$ cat src/sv/tcw_pkg.sv
// package: shared types, codes and constants of the text console writer
package tcw_pkg;

    localparam int unsigned COLUMNS_DEF   = 80;
    localparam int unsigned ROWS_DEF      = 25;
    localparam int unsigned TERMINALS_DEF = 3;
    localparam int unsigned ADDR_W        = 13;

    localparam logic [7:0] SPACE_CODE   = 8'h20;
    localparam logic [7:0] NEWLINE_CODE = 8'h0A;
    localparam logic [7:0] RETURN_CODE  = 8'h0D;
    localparam logic [7:0] ATTR_RESET   = 8'h04;

    localparam logic [2:0] OP_PUT   = 3'd0;
    localparam logic [2:0] OP_BACK  = 3'd1;
    localparam logic [2:0] OP_CLEAR = 3'd2;
    localparam logic [2:0] OP_WRITE = 3'd3;
    localparam logic [2:0] OP_READ  = 3'd4;

    typedef struct packed {
        logic [2:0] operation;
        logic [7:0] character;
        logic [1:0] terminal;
        logic [6:0] column;
        logic [4:0] row;
    } t_in_word;

    typedef struct packed {
        logic [10:0] cursor_position;
        logic [7:0]  cell_character;
        logic [7:0]  cell_attribute;
    } t_out_word;

    // command from front to back
    typedef enum logic [2:0] {
        CMD_NONE,
        CMD_CELL,
        CMD_READ,
        CMD_CLEAR,
        CMD_SCROLL
    } t_cmd;

    typedef struct packed {
        t_cmd        cmd;
        logic [12:0] addr;
        logic [7:0]  character;
        logic        scroll_after;
        logic [10:0] cursor_position;
    } t_job;

    typedef enum logic [2:0] {
        BK_IDLE,
        BK_CELL,
        BK_READ,
        BK_RDWAIT,
        BK_FILL,
        BK_SCR_RD,
        BK_SCR_WR,
        BK_OUT
    } t_bk_state;

endpackage

$ cat src/sv/tcw_queue.sv
// small job queue between front and back
module tcw_queue #(
    parameter int unsigned DEPTH = 2
) (
    input  logic          i_clk,
    input  logic          i_rst_n,
    input  logic          i_push,
    input  tcw_pkg::t_job i_data,
    input  logic          i_pop,
    output tcw_pkg::t_job o_data,
    output logic          o_empty,
    output logic          o_full
);
    localparam int unsigned AW = $clog2(DEPTH);
    tcw_pkg::t_job r_mem [DEPTH];
    logic [AW-1:0] r_wp, r_rp;
    logic [AW:0]   r_cnt;

    always_ff @(posedge i_clk) begin
        if (i_push) r_mem[r_wp] <= i_data;
    end

    always_ff @(posedge i_clk) begin
        if (!i_rst_n) begin
            r_wp  <= '0;
            r_rp  <= '0;
            r_cnt <= '0;
        end else begin
            if (i_push) r_wp <= (32'(r_wp) == DEPTH - 1) ? '0 : r_wp + AW'(1);
            if (i_pop)  r_rp <= (32'(r_rp) == DEPTH - 1) ? '0 : r_rp + AW'(1);
            r_cnt <= r_cnt + (AW+1)'(i_push) - (AW+1)'(i_pop);
        end
    end

    assign o_data  = r_mem[r_rp];
    assign o_empty = (r_cnt == '0);
    assign o_full  = (32'(r_cnt) == DEPTH);
endmodule

$ cat config.mk
export PLATFORM = sky130hd
export DESIGN_NAME = tcw_queue
export DESIGN_NICKNAME = d
export VERILOG_FILES = /design/src/sv/tcw_pkg.sv /design/src/sv/tcw_queue.sv
export SDC_FILE = /design/constraint.sdc
export NUM_CORES = 1
export LEC_CHECK = 0
export BUFFER_PORTS_ARGS = -buffer_cell sky130_fd_sc_hd__buf_2
export CORE_ASPECT_RATIO = 0.8
export CORE_MARGIN = 3
export CORE_UTILIZATION = 40
export CTS_CLUSTER_DIAMETER = 200
export DETAILED_ROUTE_END_ITERATION = 7
export GPL_ROUTABILITY_DRIVEN = 0
export PLACE_DENSITY = 0.66
export SETUP_SLACK_MARGIN = 0.5
export SLEW_MARGIN = 30
export SYNTH_ARGS = -nofsm -noshare
export SYNTH_HDL_FRONTEND = slang
export SYNTH_SLANG_ARGS = --single-unit
export TNS_END_PERCENT = 20
$ cat constraint.sdc
create_clock -name i_clk -period 2.5 [get_ports i_clk]
set_input_delay 0.25 -clock i_clk [delete_from_list [all_inputs] [get_ports i_clk]]
set_output_delay 0.25 -clock i_clk [all_outputs]
set_load 0.03 [all_outputs]
==> out/metrics.sh <==
DESIGN.DIE.AREA_MM2=0.00852
NUMBER_OF_INSTANCES_IN_THE_PLACED_DESIGN=296
ROUTED_VIAS=1427
FINALWORSTPATHREQUIREDPERIOD_PS=1840
SETUP.WORST_PATH.END_CLASS='output pin'
MULTIINPUTGATEAREA_UM2=644
TOP_LEVEL_PORTS=78
PLACEABLE_CORE_AREA_MM2=0.00706
CTS.ROOT.BUFFER_CELL='sky130_fd_sc_hd__clkbuf_8'
DRC=0
NUMBER_OF_STORAGE_ELEMENTS_IN_THE_SYNTHESIS_NETLIST=77
STD_CELL_ROWS=27
FLOORPLAN.DIE.WIDTH_UM=102
HOLD_VIOLATIONS=0
CPMAXSTAGEDELAYCELL='sky130_fd_sc_hd__dfxtp_4'
HOLD_SLACK_PS=101
NNETSFINAL=262
SYNTHESIS.AREA_PER_INSTANCE_UM2=22.4
GROUTE.USAGE.OVERALL_PCT=12.0
FIN_CRIT_SH_PCT=73.7
GRT_PASS1_VIAS=1523
COMBPWRFRAC_PCT=15.1
SETUP_VIOL_COUNT_FINAL=0
CP.REQUIRED_PS=2250
DRT-INITIAL-DRC-COUNT=35
WORST-SLEW-PIN-TRANSITION_PS=389
SEQUENTIALPOWERSHARE_PCT=49.9
DRIVE_ABOVE_1_SHARE_PCT=58.7
GRT_FIRST_PASS_WIRELENGTH_UM=7570
CTS-HTREE-LEVELS=3
REPORT.POWER.TOTAL_mW=3.04
ANT_NETS=0
NETLIST_AREA_MM2=0.00298
VDD_DROP_MAX_uV=480
MOST_FREQUENT_CELLS_IN_THE_LAYOUT='sky130_fd_sc_hd__buf_2 (77), sky130_fd_sc_hd__edfxtp_1 (72), sky130_fd_sc_hd__mux2_4 (30)'
NUMBER_OF_WARNING_MESSAGES_IN_THE_YOSYS_LOG=0
TOTALNEGATIVESETUPSLACK_PS=0
P_SW_mW=0.695
ROUTED_WIRE_LENGTH_PER_INSTANCE_UM=15.3
POWER-PER-CELL-AREA_mW_PER_MM2=821
CLK_BUF_DEPTH=2
DIE_H_UM=83.2
MAX_SLEW_MARGIN_PCT=74.0
ANTENNA_DIODE_COUNT=0
CTS.HOLD.BUFFERS_ADDED=0
TRITONCTS='built'
FINAL_GLOBAL_ROUTE_OVERFLOW_TOTAL=0
SYN-NUM-NETS=175
ROUTED_VIA_DENSITY=4.57
HPWL_UM=3170
SYNTH.LIB_CELLS_USED.DISTINCT=14
RSZ0062_AT_GRT='no'
START_UTIL_PCT=42.2
WORST_CLOCK_SKEW_PS=3.99
INTERNAL_POWER_mW=2.34
DRTPASS1ITERATIONS=4
MAX_FREQ_GHz=0.543
CTS.REPAIR.RESIZED=0
SYNTH-SEQ-AREA-SHARE_PCT=76.0
LARGEST_NET_DEGREE_AT_THE_START_OF_GLOBAL_ROUTING=29
WORST_SKEW_PAIR.LATE_LATENCY_PS=330
CRIT_ARRIVAL_PS=1590
CRITICALPATHCATEGORY='reg -> out'
HOLD_PATH_CLASS='in -> reg'
LAYOUT_FILLERS=586
CRITICAL_PATH.CELL_CHAIN='buf_12 -> mux2_2 -> buf_2'
REGAREA_MM2=0.00227
POST_SYNTH_INST_COUNT=133
IO_BUFFER_COUNT=77
LAYOUT.CELLS.MOST_COMMON='sky130_fd_sc_hd__buf_2'
LAYOUT.CELLS.NON_FILLER=312
OUTCOME='finished, final reports clean'
TRITONCTS_NUM_SINKS=77
CP-START-KIND='register'
CPPEAKSTAGEDELAY_PS=450
CLOCK_POWER_SHARE_PCT=34.9
TIMING.MAX_CAP.VIOLATIONS=0
TOTALWIRELENGTH_UM=4770
P_LEAK_nW=1.48
NUMBER_OF_ANTENNA_VIOLATIONS_AT_THE_FIRST_CHECK_IN_GLOBAL_ROUTING=0
CP_TOP_FAMILY='flip-flops'
PATH_BUF_INV=2
CTS.CLK_SLEW.WORST_PATHS_PS=70
P_SW_SHARE_PCT=22.9
CTS_BUFFERS=9
CTS_POST_SETUP_BUFFERS_INSERTED=0
SYN_TO_FINAL_GROWTH_PCT=24.4
MAXSLEWVIOLCOUNT=0
PATH_MAX_FANOUT=28
==> flip-flops by register name, summed over array words and instances (netlist names), named ones only <==
signal,cells
r_mem,72
r_cnt,2
r_wp,1
r_rp,1
==> power by group through the flow <==
stage | clock [mW] | sequential (mW) | combinational [mW]
2_1_floorplan | 0 | 1.53 | 0.356
3_3_place_gp | 0 | 1.54 | 0.463
6_report | 1.06 | 1.52 | 0.460
5_1_grt | 1.17 | 1.52 | 0.494
3_5_place_dp | 0 | 1.55 | 0.468
4_1_cts | 1.10 | 1.52 | 0.469
==> worst register-to-register path: stages (launching register included) <==
cell	delay, ps
sky130_fd_sc_hd__dfxtp_1	380
sky130_fd_sc_hd__and2_2	390
sky130_fd_sc_hd__buf_12	240
==> logic make-up (layout without fill, tap and decap cells) <==
family | count (synthesis) | after routing | synth area share [%]
flip-flops | 77 | 77 | 76.0
adder cells (fa/ha/maj) | 2 | 2 | 0.841
AND/OR/NAND/NOR | 9 | 9 | 1.81
buffers and inverters | 6 | 98 | 2.65
multiplexers | 36 | 36 | 17.4
AO/OA/AOI/OAI | 1 | 1 | 0.252
XOR/XNOR | 2 | 2 | 1.05
==> cells in the mapped netlist <==
library cell,count,area (um^2)
sky130_fd_sc_hd__xnor3_1,1,22.5
sky130_fd_sc_hd__and2_1,4,25.0
sky130_fd_sc_hd__inv_1,2,7.51
sky130_fd_sc_hd__o21a_1,1,7.51
sky130_fd_sc_hd__buf_6,1,11.3
sky130_fd_sc_hd__ha_1,2,25.0
sky130_fd_sc_hd__mux2_4,30,450
sky130_fd_sc_hd__nor2b_1,4,25.0
sky130_fd_sc_hd__edfxtp_1,72,2160
sky130_fd_sc_hd__nor2_1,1,3.75
sky130_fd_sc_hd__buf_12,3,60.1
sky130_fd_sc_hd__mux2_2,6,67.6
sky130_fd_sc_hd__xor2_1,1,8.76
sky130_fd_sc_hd__dfxtp_1,5,100
==> metal layers <==
| layer | up-vias | wire [um] | track usage (%) |
|---|---|---|---|
| li1 | 686 | - | - |
| met1 | 686 | 2160 | 15.1 |
| met2 | 51 | 2180 | 18.0 |
| met3 | 4 | 401 | 6.88 |
| met4 | 0 | 30 | 2.86 |
| met5 | - | 0 | 0 |
==> final cells by class <==
class,count,area share (%)
flip-flops and latches,77,61.2
multi-input cells,50,17.4
repair buffers,80,12.0
clock buffers,11,3.55
well taps,87,2.94
clock inverters,5,2.67
inverters,2,0.203
==> path summary, 6_finish.rpt <==
kind | to | cells past startpoint | slack, ps | startpoint
hold / removal | r_mem[1][22] | 1 | 100 | i_data[22]
setup / recovery | o_data[34] | 3 | 660 | register
hold reg to reg | register | 2 | 590 | r_rp
setup reg to reg | r_mem[1][12] | 2 | 1180 | r_wp
==> per-stage QoR <==
| step | util, % | setup slack (ps) | area, um^2 |
|---|---|---|---|
| 2_1_floorplan | - | 806 | 2980 |
| 3_3_place_gp | 49.1 | 936 | 3470 |
| 3_5_place_dp | 49.1 | 927 | 3470 |
| 4_1_cts | 52.4 | 533 | 3700 |
| 5_1_grt | 52.4 | 557 | 3700 |
| 6_report | 52.4 | 657 | 3700 |
No activity file was read; power rests on OpenSTA's default activity.
