**src/sv/tcw_pkg.sv**
```systemverilog
// package: shared types, codes and constants of the text console writer
package tcw_pkg;

    localparam int unsigned COLUMNS_DEF   = 80;
    localparam int unsigned ROWS_DEF      = 25;
    localparam int unsigned TERMINALS_DEF = 3;
    localparam int unsigned ADDR_W        = 13;

    localparam logic [7:0] SPACE_CODE   = 8'h20;
    localparam logic [7:0] NEWLINE_CODE = 8'h0A;
    localparam logic [7:0] RETURN_CODE  = 8'h0D;
    localparam logic [7:0] ATTR_RESET   = 8'h04;

    localparam logic [2:0] OP_PUT   = 3'd0;
    localparam logic [2:0] OP_BACK  = 3'd1;
    localparam logic [2:0] OP_CLEAR = 3'd2;
    localparam logic [2:0] OP_WRITE = 3'd3;
    localparam logic [2:0] OP_READ  = 3'd4;

    typedef struct packed {
        logic [2:0] operation;
        logic [7:0] character;
        logic [1:0] terminal;
        logic [6:0] column;
        logic [4:0] row;
    } t_in_word;

    typedef struct packed {
        logic [10:0] cursor_position;
        logic [7:0]  cell_character;
        logic [7:0]  cell_attribute;
    } t_out_word;

    // command from front to back
    typedef enum logic [2:0] {
        CMD_NONE,
        CMD_CELL,
        CMD_READ,
        CMD_CLEAR,
        CMD_SCROLL
    } t_cmd;

    typedef struct packed {
        t_cmd        cmd;
        logic [12:0] addr;
        logic [7:0]  character;
        logic        scroll_after;
        logic [10:0] cursor_position;
    } t_job;

    typedef enum logic [2:0] {
        BK_IDLE,
        BK_CELL,
        BK_READ,
        BK_RDWAIT,
        BK_FILL,
        BK_SCR_RD,
        BK_SCR_WR,
        BK_OUT
    } t_bk_state;

endpackage

```
**src/sv/tcw_front.sv**
```systemverilog
// front end: cursor tracking and classification of input words into jobs
module tcw_front #(
    parameter int unsigned COLUMNS   = tcw_pkg::COLUMNS_DEF,
    parameter int unsigned ROWS      = tcw_pkg::ROWS_DEF,
    parameter int unsigned TERMINALS = tcw_pkg::TERMINALS_DEF
) (
    input  logic              i_clk,
    input  logic              i_rst_n,
    input  tcw_pkg::t_in_word i_word,
    input  logic              i_fire,
    output tcw_pkg::t_job     o_job
);
    localparam int unsigned CW = $clog2(COLUMNS);
    localparam int unsigned RW = $clog2(ROWS);
    localparam int unsigned TW = (TERMINALS > 1) ? $clog2(TERMINALS) : 1;

    logic [CW-1:0] r_col [TERMINALS];
    logic [RW-1:0] r_row [TERMINALS];

    logic [TW-1:0] term;
    logic [CW-1:0] cc, nc;
    logic [RW-1:0] cr, nr;
    logic          in_range, nl, wrap;
    logic [12:0]   pos_addr, cell_addr;
    tcw_pkg::t_job job;

    always_comb begin
        if (32'(i_word.terminal) >= TERMINALS) term = TW'(TERMINALS - 1);
        else term = TW'(i_word.terminal);
    end

    assign cc = r_col[term];
    assign cr = r_row[term];
    assign in_range = (32'(i_word.column) < COLUMNS) && (32'(i_word.row) < ROWS);
    assign cell_addr = 13'(32'(i_word.row) * COLUMNS + 32'(i_word.column));
    assign pos_addr = 13'(32'(cr) * COLUMNS + 32'(cc));

    always_comb begin
        nc   = cc;
        nr   = cr;
        nl   = 1'b0;
        wrap = 1'b0;
        job  = '0;
        job.cmd = tcw_pkg::CMD_NONE;
        job.character = i_word.character;
        unique case (i_word.operation)
            tcw_pkg::OP_PUT: begin
                if (i_word.character == tcw_pkg::NEWLINE_CODE ||
                    i_word.character == tcw_pkg::RETURN_CODE) begin
                    nl = 1'b1;
                end else begin
                    job.cmd  = tcw_pkg::CMD_CELL;
                    job.addr = pos_addr;
                    if (32'(cc) + 1 >= COLUMNS) nl = 1'b1;
                    else nc = cc + CW'(1);
                end
            end
            tcw_pkg::OP_BACK: begin
                if (cc != '0 || cr != '0) begin
                    if (cc == '0) begin
                        nc = CW'(COLUMNS - 1);
                        nr = cr - RW'(1);
                    end else begin
                        nc = cc - CW'(1);
                    end
                    job.cmd = tcw_pkg::CMD_CELL;
                    job.character = tcw_pkg::SPACE_CODE;
                    job.addr = 13'(32'(nr) * COLUMNS + 32'(nc));
                end
            end
            tcw_pkg::OP_CLEAR: begin
                job.cmd = tcw_pkg::CMD_CLEAR;
                nc = '0;
                nr = '0;
            end
            tcw_pkg::OP_WRITE: begin
                if (in_range) begin
                    job.cmd  = tcw_pkg::CMD_CELL;
                    job.addr = cell_addr;
                end
            end
            tcw_pkg::OP_READ: begin
                if (in_range) begin
                    job.cmd  = tcw_pkg::CMD_READ;
                    job.addr = cell_addr;
                end
            end
            default: ;
        endcase
        if (nl) begin
            nc = '0;
            if (32'(cr) >= ROWS - 1) begin
                wrap = 1'b1;
                nr = RW'(ROWS - 1);
            end else begin
                nr = cr + RW'(1);
            end
        end
        if (wrap) begin
            if (job.cmd == tcw_pkg::CMD_CELL) job.scroll_after = 1'b1;
            else job.cmd = tcw_pkg::CMD_SCROLL;
        end
        job.cursor_position = 11'(32'(nr) * COLUMNS + 32'(nc));
    end

    always_ff @(posedge i_clk) begin
        if (!i_rst_n) begin
            for (int t = 0; t < TERMINALS; t++) begin
                r_col[t] <= '0;
                r_row[t] <= '0;
            end
        end else if (i_fire) begin
            r_col[term] <= nc;
            r_row[term] <= nr;
        end
    end

    assign o_job = job;
endmodule

```
**config.mk**
```make
export PLATFORM = sky130hd
export DESIGN_NAME = tcw_front
export DESIGN_NICKNAME = d
export VERILOG_FILES = /design/src/sv/tcw_pkg.sv /design/src/sv/tcw_front.sv
export SDC_FILE = /design/constraint.sdc
export NUM_CORES = 1
export LEC_CHECK = 0
export BUFFER_PORTS_ARGS = -buffer_cell sky130_fd_sc_hd__buf_4
export CORE_ASPECT_RATIO = 0.6
export CORE_UTILIZATION = 40
export DETAILED_ROUTE_END_ITERATION = 10
export HOLD_SLACK_MARGIN = 0.03
export PLACE_DENSITY = 0.64
export SLEW_MARGIN = 25
export SYNTH_ARGS = -nofsm -noshare
export SYNTH_HDL_FRONTEND = slang
export SYNTH_SLANG_ARGS = --single-unit
```
**constraint.sdc**
```tcl
create_clock -name i_clk -period 14.9 [get_ports i_clk]
set_input_delay 0.745 -clock i_clk [delete_from_list [all_inputs] [get_ports i_clk]]
set_output_delay 0.745 -clock i_clk [all_outputs]
set_load 0.02 [all_outputs]
```
==> results of run 1 <==
worst min path at each step:
stage | to | cells after the start | from
finish | r_col[0][0] | 3 | r_col[2][0]
global route | r_col[1][6] | 5 | r_col[2][6]
detailed placement | r_col[0][1] | 4 | r_col[2][1]
global placement | r_col[1][0] | 3 | r_col[2][0]
floorplan | r_col[0][6] | 5 | r_col[2][6]
CTS | r_col[0][1] | 4 | r_col[2][1]
stage by stage:
step | hold slack (ns) | util [%] | setup WS [ns] | total power [mW] | instance area, sq um
detailed placement | 0.9772 | 45.98 | 7.807 | 0.3134 | 4888
finish | 0.9765 | 47.24 | 7.760 | 0.4095 | 5022
global route | 1.036 | 47.24 | 7.358 | 0.4347 | 5022
CTS | 0.9911 | 47.24 | 7.787 | 0.4120 | 5022
global placement | 0.9519 | 45.98 | 8.033 | 0.3096 | 4888
floorplan | 0.8424 | - | 8.534 | 0.2588 | 4390
critical path, stage by stage:
cell      delay, ns
buf_4          0.23
mux2_2         0.36
mux2i_1        0.47
ha_1           0.30
inv_1          0.05
or4_4          0.60
o31ai_4        0.66
o21ai_0        0.20
mux2i_2        0.34
inv_1          0.13
ha_1           0.31
ha_1           0.23
fa_1           0.55
nand2_1        0.08
o21bai_1       0.21
a21o_1         0.18
a32o_1         0.19
a21oi_1        0.11
o21ai_0        0.12
xnor2_1        0.15
buf_4          0.16
synth_stat cells, types with 3 or more instances:
master    instances
nor4_1            4
a21o_1            9
clkbuf_1          9
mux2_2           10
o211ai_1          4
inv_2             3
o31a_1            3
nand2_1          41
nor2_1           67
buf_6             4
nand2b_1          5
ha_1             42
mux2i_1          14
buf_4             8
o221ai_1          3
o21a_1            5
fa_1              7
a22oi_1           7
o21ai_1           5
a21oi_1          15
nand3_1          11
xnor2_1          24
and3_1            4
a211oi_1          4
nor2b_1           6
nand3b_1          3
or3_1             4
nor3_1           12
o21ai_0          25
xor2_1            9
nand4_1           3
edfxtp_1         36
inv_1            29
and2_1           12
o21a_2            3
area by class of cell:
type / instances / area share [%]
Tap cell: 139 / 3.463
Multi-Input combinational cell: 411 / 60.39
Clock inverter: 1 / 0.09965
Timing Repair Buffer: 63 / 9.417
Clock buffer: 6 / 2.566
Inverter: 34 / 2.541
Sequential cell: 36 / 21.52
kinds of logic after synthesis:
group,Yosys count,share of synthesized area [%]
AO/OA/AOI/OAI,114,18.38
XOR/XNOR,34,6.954
adder cells (fa/ha/maj),49,15.16
buffers and inverters,57,6.298
flip-flops,36,24.62
multiplexers,28,7.153
AND/OR/NAND/NOR,186,21.43
routing by layer:
metal,routed length [um],track usage (%)
met3,855,5.617
met4,42,2.498
met5,0,0
met1,5778,32.66
met2,5088,33.29
sequential cells by signal, indices dropped and copies added (netlist names):
| register | flops |
|---|---|
| r_row | 15 |
| r_col | 21 |
power by group:
part | internal [mW] | switching [mW]
clock network | 0.0606 | 0.0361
logic | 0.0786 | 0.116
registers | 0.117 | 0.00123
total | 0.256 | 0.153
==> metrics.txt, run 1 <==
status finished, final reports clean; DR WL/cell 17.05 um; floorplan core area 10,630 sq um; Worst slew margin 42.26%; vias in the first global route 3,868; CTS tree built; Reg2Reg Setup Slack 11.20 ns; fmax 140.1 MHz; post-CTS sizing 0; overall routing resource usage around 22%; # diodes 0; CP Capture Type output port; width of the die 137.3 um; Rows 29; worst-margin pin slew 0.8609 ns; RSZ-0062 raised after global routing false; Hold Fails Final Rpt 0; share of cells above drive strength 1 18.87%; Vias 3,990; first-pass GRT wire length 19,690 um; post-synthesis async set-or-reset flop share 0%; Max Slew Vio Count 0; H-tree Lvls 2; synthesized cell area 4390 sq um; placed insts 683; Area contributors post-synth edfxtp_1 (25%), ha_1 (12%), nor2_1 (5.7%); WL final 11,760 um; TritonCTS buffer count 5; Final Wtd Congestion 0.9449; Max-Cap Viols 0; largest net degree at the start of global routing 29; maximum root-to-sink buffer count 2; CTS clock-pin slew for the worst setup and hold paths 0.05 ns; Finished Layout Cells 690; Syn Area/Cell 8.711 sq um; post-synthesis instance total around 500; 1st-iter DRT viols slightly below 400; Layout fillers between 1,000 and 1,500; Seq. cell area 1081 sq um; worst-path maximum fanout 19; Peak supply drop 0.00006043 V; commonest non-fill, non-tap cell in the layout nor2_1; reg2reg end r_col[0][6]; Worst Setup EP o_job[10]; initial cell density of the core 41.30%; largest area contributor in the netlist edfxtp_1; #FFs+latches synth 36; Syn-to-layout area delta 14.39%; worst hold path class flip-flop to flip-flop; Final Cycle Share a little under half; hold_buf cts 0; routed vias/inst 5.783; EDFF count, synth 36; Unique masters post-synth 76; clock skew about 0.0044 ns; LEAKAGE 2.201 nW; Die Area around 11,000 sq um; Setup Fix Bufs, Post-CTS 0; commonest non-fill, non-tap cells in the layout nor2_1 (67), buf_4 (63), ha_1 (42); drt pass-1 iters 7; Final Critical Period 7.140 ns; Synth Flop Type edfxtp_1; worst-skew pair later-pin latency ~0.28 ns; I/O Pins 64; # setup viols final 0; R2R depth 8; antenna violations before repair 0; WP data required 14.16 ns; crit path from i_word[12]; Ys Warns 0; total power divided by cell area a little over 80 nW/um^2; Remaining Overflow, GRT 0; Worst Path Arrival 6.39 ns; post-synthesis sequential area ratio approximately a quarter; RR Startpoint r_row[0][0]; Yosys top cell area share 24.62%; DRC violations left 0; DP HPWL 9610 um; I/O Buffers 63; multi-input combinational cell area 3033 sq um; Root Buffer clkbuf_16; critical path startpoint category primary input; Nets 628; CTS Sinks 36; setup TNS 0 ns; post-route ant nets 0; Die Y roughly 83 um; Synth Net Count about 580; critical path class primary input to output port
Power figures use the tool's default switching activity.
==> run 2, diff against run 1 <==
- clock period: 14.9 -> 6.64 ns (I/O delays scaled with it)
==> metrics.txt, run 2 (synthesis gave the netlist of run 1 again) <==
CTS Sinks 36; Final Critical Period 6.071 ns; critical path startpoint category primary input; first-pass GRT wire length 19,760 um; Syn-to-layout area delta 15.25%; Final Cycle Share about nine tenths; hold_buf cts 0; final core utilization a little under half; CTS clock-pin slew for the worst setup and hold paths 0.05 ns; Clock power frac 27.4%; clock skew 0.005228 ns; Peak supply drop ~0.00012 V; Die Y approximately 83 um; I/O Buffers 63; routed vias/inst 5.815; Worst Path Arrival 5.74 ns; H-tree Lvls 2; Remaining Overflow, GRT 0; Worst path max stage delay 0.62 ns; Setup Fix Bufs, Post-CTS 0; Final Wtd Congestion 0.8937; Max Slew Vio Count 0; CP delay by family, top compound AO/OA/AOI/OAI gates; commonest non-fill, non-tap cells in the layout nor2_1 (67), buf_4 (64), ha_1 (42); CTS tree built; I/O Pins 64; Root Buffer clkbuf_16; RSZ-0062 raised after global routing false; Cells on Worst Hold Path 3; status finished, final reports clean; Top Registers r_col x21, r_row x15; floorplan core area about 11,000 sq um; Power Internal just over 600 uW; 1st-iter DRT viols 400; post-route ant nets 0; Reg2Reg Setup Slack 3.05 ns; antenna violations before repair 0; CP Capture Type output port; maximum root-to-sink buffer count 2; worst hold path class primary input to flip-flop; Seq. cell area around 1100 sq um; slowest CP cell fa_1; Hold Fails Final Rpt 0; switch share 36.59%; DRC violations left 0; setup TNS 0 ns; Sequential Power Share 27.4%; post-CTS sizing 0; critical path class primary input to output port; Worst slew margin 50.61%; Layout fillers 1,024; Nets 629; vias in the first global route 3,824; share of cells above drive strength 1 a little under a fifth; worst slack at placement 0.6541 ns; worst hold endpoint r_col[1][6]; # setup viols final 0; DP HPWL a little under 10,000 um; DR WL/cell between 15 and 20 um; TritonCTS buffer count 5; RR Startpoint r_row[1][0]; critical path, cell by cell buf_4, mux2_2, mux2i_1, ha_1, inv_1, or4_4, o31a_1, a21o_1, mux2i_1, inv_1, ha_1, fa_1, nand2_1, o21bai_1, a21o_1, a32o_1, a21oi_1, o21ai_0, xnor2_1, buf_4; WP data required 6.31 ns; switching power 355.7 uW; WL final between 10,000 and 15,000 um; number of flip-flops in the largest register 21; overall routing resource usage between 20 and 25%; R2R depth 8; Die Area 11,410 sq um; Vias 4,024; initial cell density of the core 41.30%; Worst Path Buf+Inv 4; worst-skew pair later-pin latency roughly 0.28 ns; Rows 29; hold path startpoint i_word[12]; total power divided by cell area 192.1 nW/um^2; multi-input combinational cell area 3033 sq um; commonest non-fill, non-tap cell in the layout nor2_1; post-route setup slack 0.5686 ns; Max-Cap Viols 0; LEAKAGE 2.220 nW; width of the die about 140 um; worst-path maximum fanout 16; # diodes 0; fmax 164.7 MHz; largest net degree at the start of global routing 29; Combinational Power Share 45.2%; worst-margin pin slew 0.7359 ns; drt pass-1 iters 5; largest register by flop count r_col; Min Hold Slack slightly above 0.6 ns; reg2reg end r_col[0][6]
==> run 2: cell types whose count changed in the layout (fill, tap and decap cells not counted) <==
cell / before / now
buf_4: 63 / 64
bufinv_16: 0 / 1
==> run 2: power by group through the flow <==
stage	registers, mW	clock network (mW)	logic (mW)
floorplan	0.269	0	0.311
global placement	0.270	0	0.427
detailed placement	0.271	0	0.433
CTS	0.266	0.270	0.436
global route	0.267	0.286	0.479
finish	0.266	0.267	0.440
==> run 2: final cells by class <==
| cell class | count | share of cell area [%] |
|---|---|---|
| inverters | 34 | 2.522 |
| multi-input cells | 411 | 59.94 |
| well taps | 139 | 3.437 |
| clock buffers | 6 | 2.547 |
| flip-flops and latches | 36 | 21.37 |
| repair buffers | 64 | 9.496 |
| clock inverters | 2 | 0.6924 |
==> run 2: worst reg2reg max path: cells and delay by family (launching register included) <==
family / cells / cell delay [ns]
adder cells (fa/ha/maj): 1 / 0.30
AND/OR/NAND/NOR: 2 / 0.70
flip-flops: 1 / 0.35
AO/OA/AOI/OAI: 2 / 1.14
multiplexers: 2 / 0.79
buffers and inverters: 1 / 0.05
==> run 2: worst max-delay path by stage <==
stage,start,to,slack [ns],depth (start not counted)
after floorplan,i_word[12],o_job[10],1.10,22
after global placement,i_word[12],o_job[10],0.94,21
after CTS,i_word[12],o_job[10],0.65,21
after detailed placement,i_word[12],o_job[10],0.65,20
final,i_word[12],o_job[10],0.57,20
after global routing,r_row[1][0],o_job[10],0.28,20
==> run 2: routing by layer <==
metal	vias up	GRT usage (%)	wire length [um]
met5	-	0	0
met4	0	3.497	107
met3	13	4.762	1012
met2	190	31.63	5035
met1	1903	34.36	5828
li1	1918	-	-
==> run 2: per-stage QoR <==
step	total power, mW	cell area [sq um]	std cells
2_1_floorplan	0.5806	4390	504
3_3_place_gp	0.6970	4896	684
3_5_place_dp	0.7038	4896	684
4_1_cts	0.9719	5060	692
5_1_grt	1.032	5060	692
6_report	0.9720	5060	692
==> run 3, diff against run 2 <==
- SKIP_LAST_GASP: unset -> 1
- clock period: 6.64 -> 7.36 ns (I/O delays scaled with it)
==> metrics.txt, run 3 (synthesis gave the netlist of run 1 again) <==
placed insts 684; drt pass-1 iters 6; LEAKAGE between 2 and 2.5 nW; Nets 629; Worst slew margin between 40 and 50%; clock skew 0.006907 ns; overall routing resource usage roughly 22%; R2R depth 8; I/O Buffers 63; WP data required between 6 and 7 ns; RSZ-0062 raised after global routing false; initial cell density of the core 41.30%; DRC violations left 0; Final Instance Area 5036 sq um; share of cells above drive strength 1 18.99%; hold_buf cts 0; DR WL/cell 17.21 um; Max Slew Vio Count 0; TritonCTS buffer count 5; setup TNS 0 ns; Rows 29; Setup Fix Bufs, Post-CTS 0; Reg2Reg Setup Slack about 3.7 ns; worst hold path class primary input to flip-flop; vias in the first global route 3,839; Root Buffer clkbuf_16; Finished Layout Cells 692; Peak supply drop 0.0001038 V; CTS tree built; I/O Pins 64; floorplan core area 10,630 sq um; worst slack at placement 1.348 ns; RR Startpoint r_row[0][0]; antenna violations before repair 0; first-pass GRT wire length 19,640 um; dpl cell area a little under 5000 sq um; worst-path maximum fanout 16; CTS Sinks 36; fmax roughly 160 MHz; largest net degree at the start of global routing 29; status finished, final reports clean; Min Hold Slack 0.6458 ns; CP Capture Type output port; commonest non-fill, non-tap cells in the layout nor2_1 (67), buf_4 (64), ha_1 (42); worst-skew pair later-pin latency 0.29 ns; WL final 11,910 um; post-route ant nets 0; critical path startpoint category primary input; routed vias/inst 5.750; Remaining Overflow, GRT 0; CTS clock-pin slew for the worst setup and hold paths 0.05 ns; Final Wtd Congestion 0.8826; Die Area roughly 11,000 sq um; post-CTS sizing 0; Vias just under 4,000; Hold Fails Final Rpt 0; worst-margin pin slew 0.8805 ns; # setup viols final 0; 1st-iter DRT viols 327; H-tree Lvls 2; number of flip-flops in the largest register 21; commonest non-fill, non-tap cell in the layout nor2_1; post-route setup slack 1.279 ns; maximum root-to-sink buffer count 2; Worst Setup EP o_job[10]; Top Registers r_col x21, r_row x15; Syn-to-layout area delta 14.71%; reg2reg end r_col[0][6]; # diodes 0; largest register by flop count r_col; Final Critical Period 6.081 ns; width of the die 137.3 um; Max-Cap Viols 0; Die Y just over 80 um; crit path from i_word[12]; Final Cycle Share 82.63%; total power divided by cell area about 170 nW/um^2; Worst Path Arrival 5.71 ns; DP HPWL 9473 um; critical path class primary input to output port
[run 3: changes by cell type in the layout (fill, tap and decap cells not counted), sizes merged]
cell	previous run	this run
clkinvlp	0	1
bufinv	1	0
[run 3: through the flow]
stage | power, mW | util [%]
floorplan | 0.5238 | -
global placement | 0.6289 | 46.05
detailed placement | 0.6330 | 46.05
CTS | 0.8401 | 47.37
global route | 0.8892 | 47.37
finish | 0.8395 | 47.37
[run 3: per-layer routing]
layer / wire length (um) / vias to the layer above / GRT usage, %
met1: 6039 / 1875 / 34.22
met4: 94 / 0 / 2.697
met2: 4946 / 165 / 31.45
met5: 0 / - / 0
li1: - / 1924 / -
met3: 831 / 15 / 4.029
[run 3: where the power goes]
part / total [mW] / internal [mW] / switching [mW]
clock network: 0.204 / 0.124 / 0.0800
logic: 0.395 / 0.159 / 0.236
registers: 0.240 / 0.237 / 0.00264
[run 3: how the worst min path moves through the flow]
| stage | startpoint | end | cells after the start |
|---|---|---|---|
| floorplan | i_rst_n | r_col[2][2] | 3 |
| global placement | i_word[12] | r_col[1][2] | 3 |
| detailed placement | i_word[12] | r_col[1][6] | 3 |
| CTS | i_word[12] | r_col[1][6] | 3 |
| global route | i_word[12] | r_col[1][6] | 3 |
| finish | i_word[12] | r_col[1][6] | 3 |
[run 3: worst max-delay path, stage by stage]
cell and delay, ns:
buf_4 0.23, mux2_2 0.36, mux2i_1 0.50, ha_1 0.29, inv_1 0.05, or4_4 0.59
o31a_1 0.47, a21o_1 0.26, mux2i_1 0.29, inv_1 0.15, ha_1 0.23, ha_1 0.21
fa_1 0.54, nand2_1 0.08, o21bai_1 0.21, a21o_1 0.18, a32o_1 0.19, a21oi_1 0.10
o21ai_0 0.11, xnor2_1 0.14, buf_4 0.16
[run 3: cell type report]
class / count / area, sq um
well taps: 139 / 173.9
repair buffers: 64 / 480.5
fillers: 1019 / 5595
clock inverters: 2 / 11.26
flip-flops and latches: 36 / 1081
inverters: 34 / 127.6
clock buffers: 6 / 128.9
multi-input cells: 411 / 3033
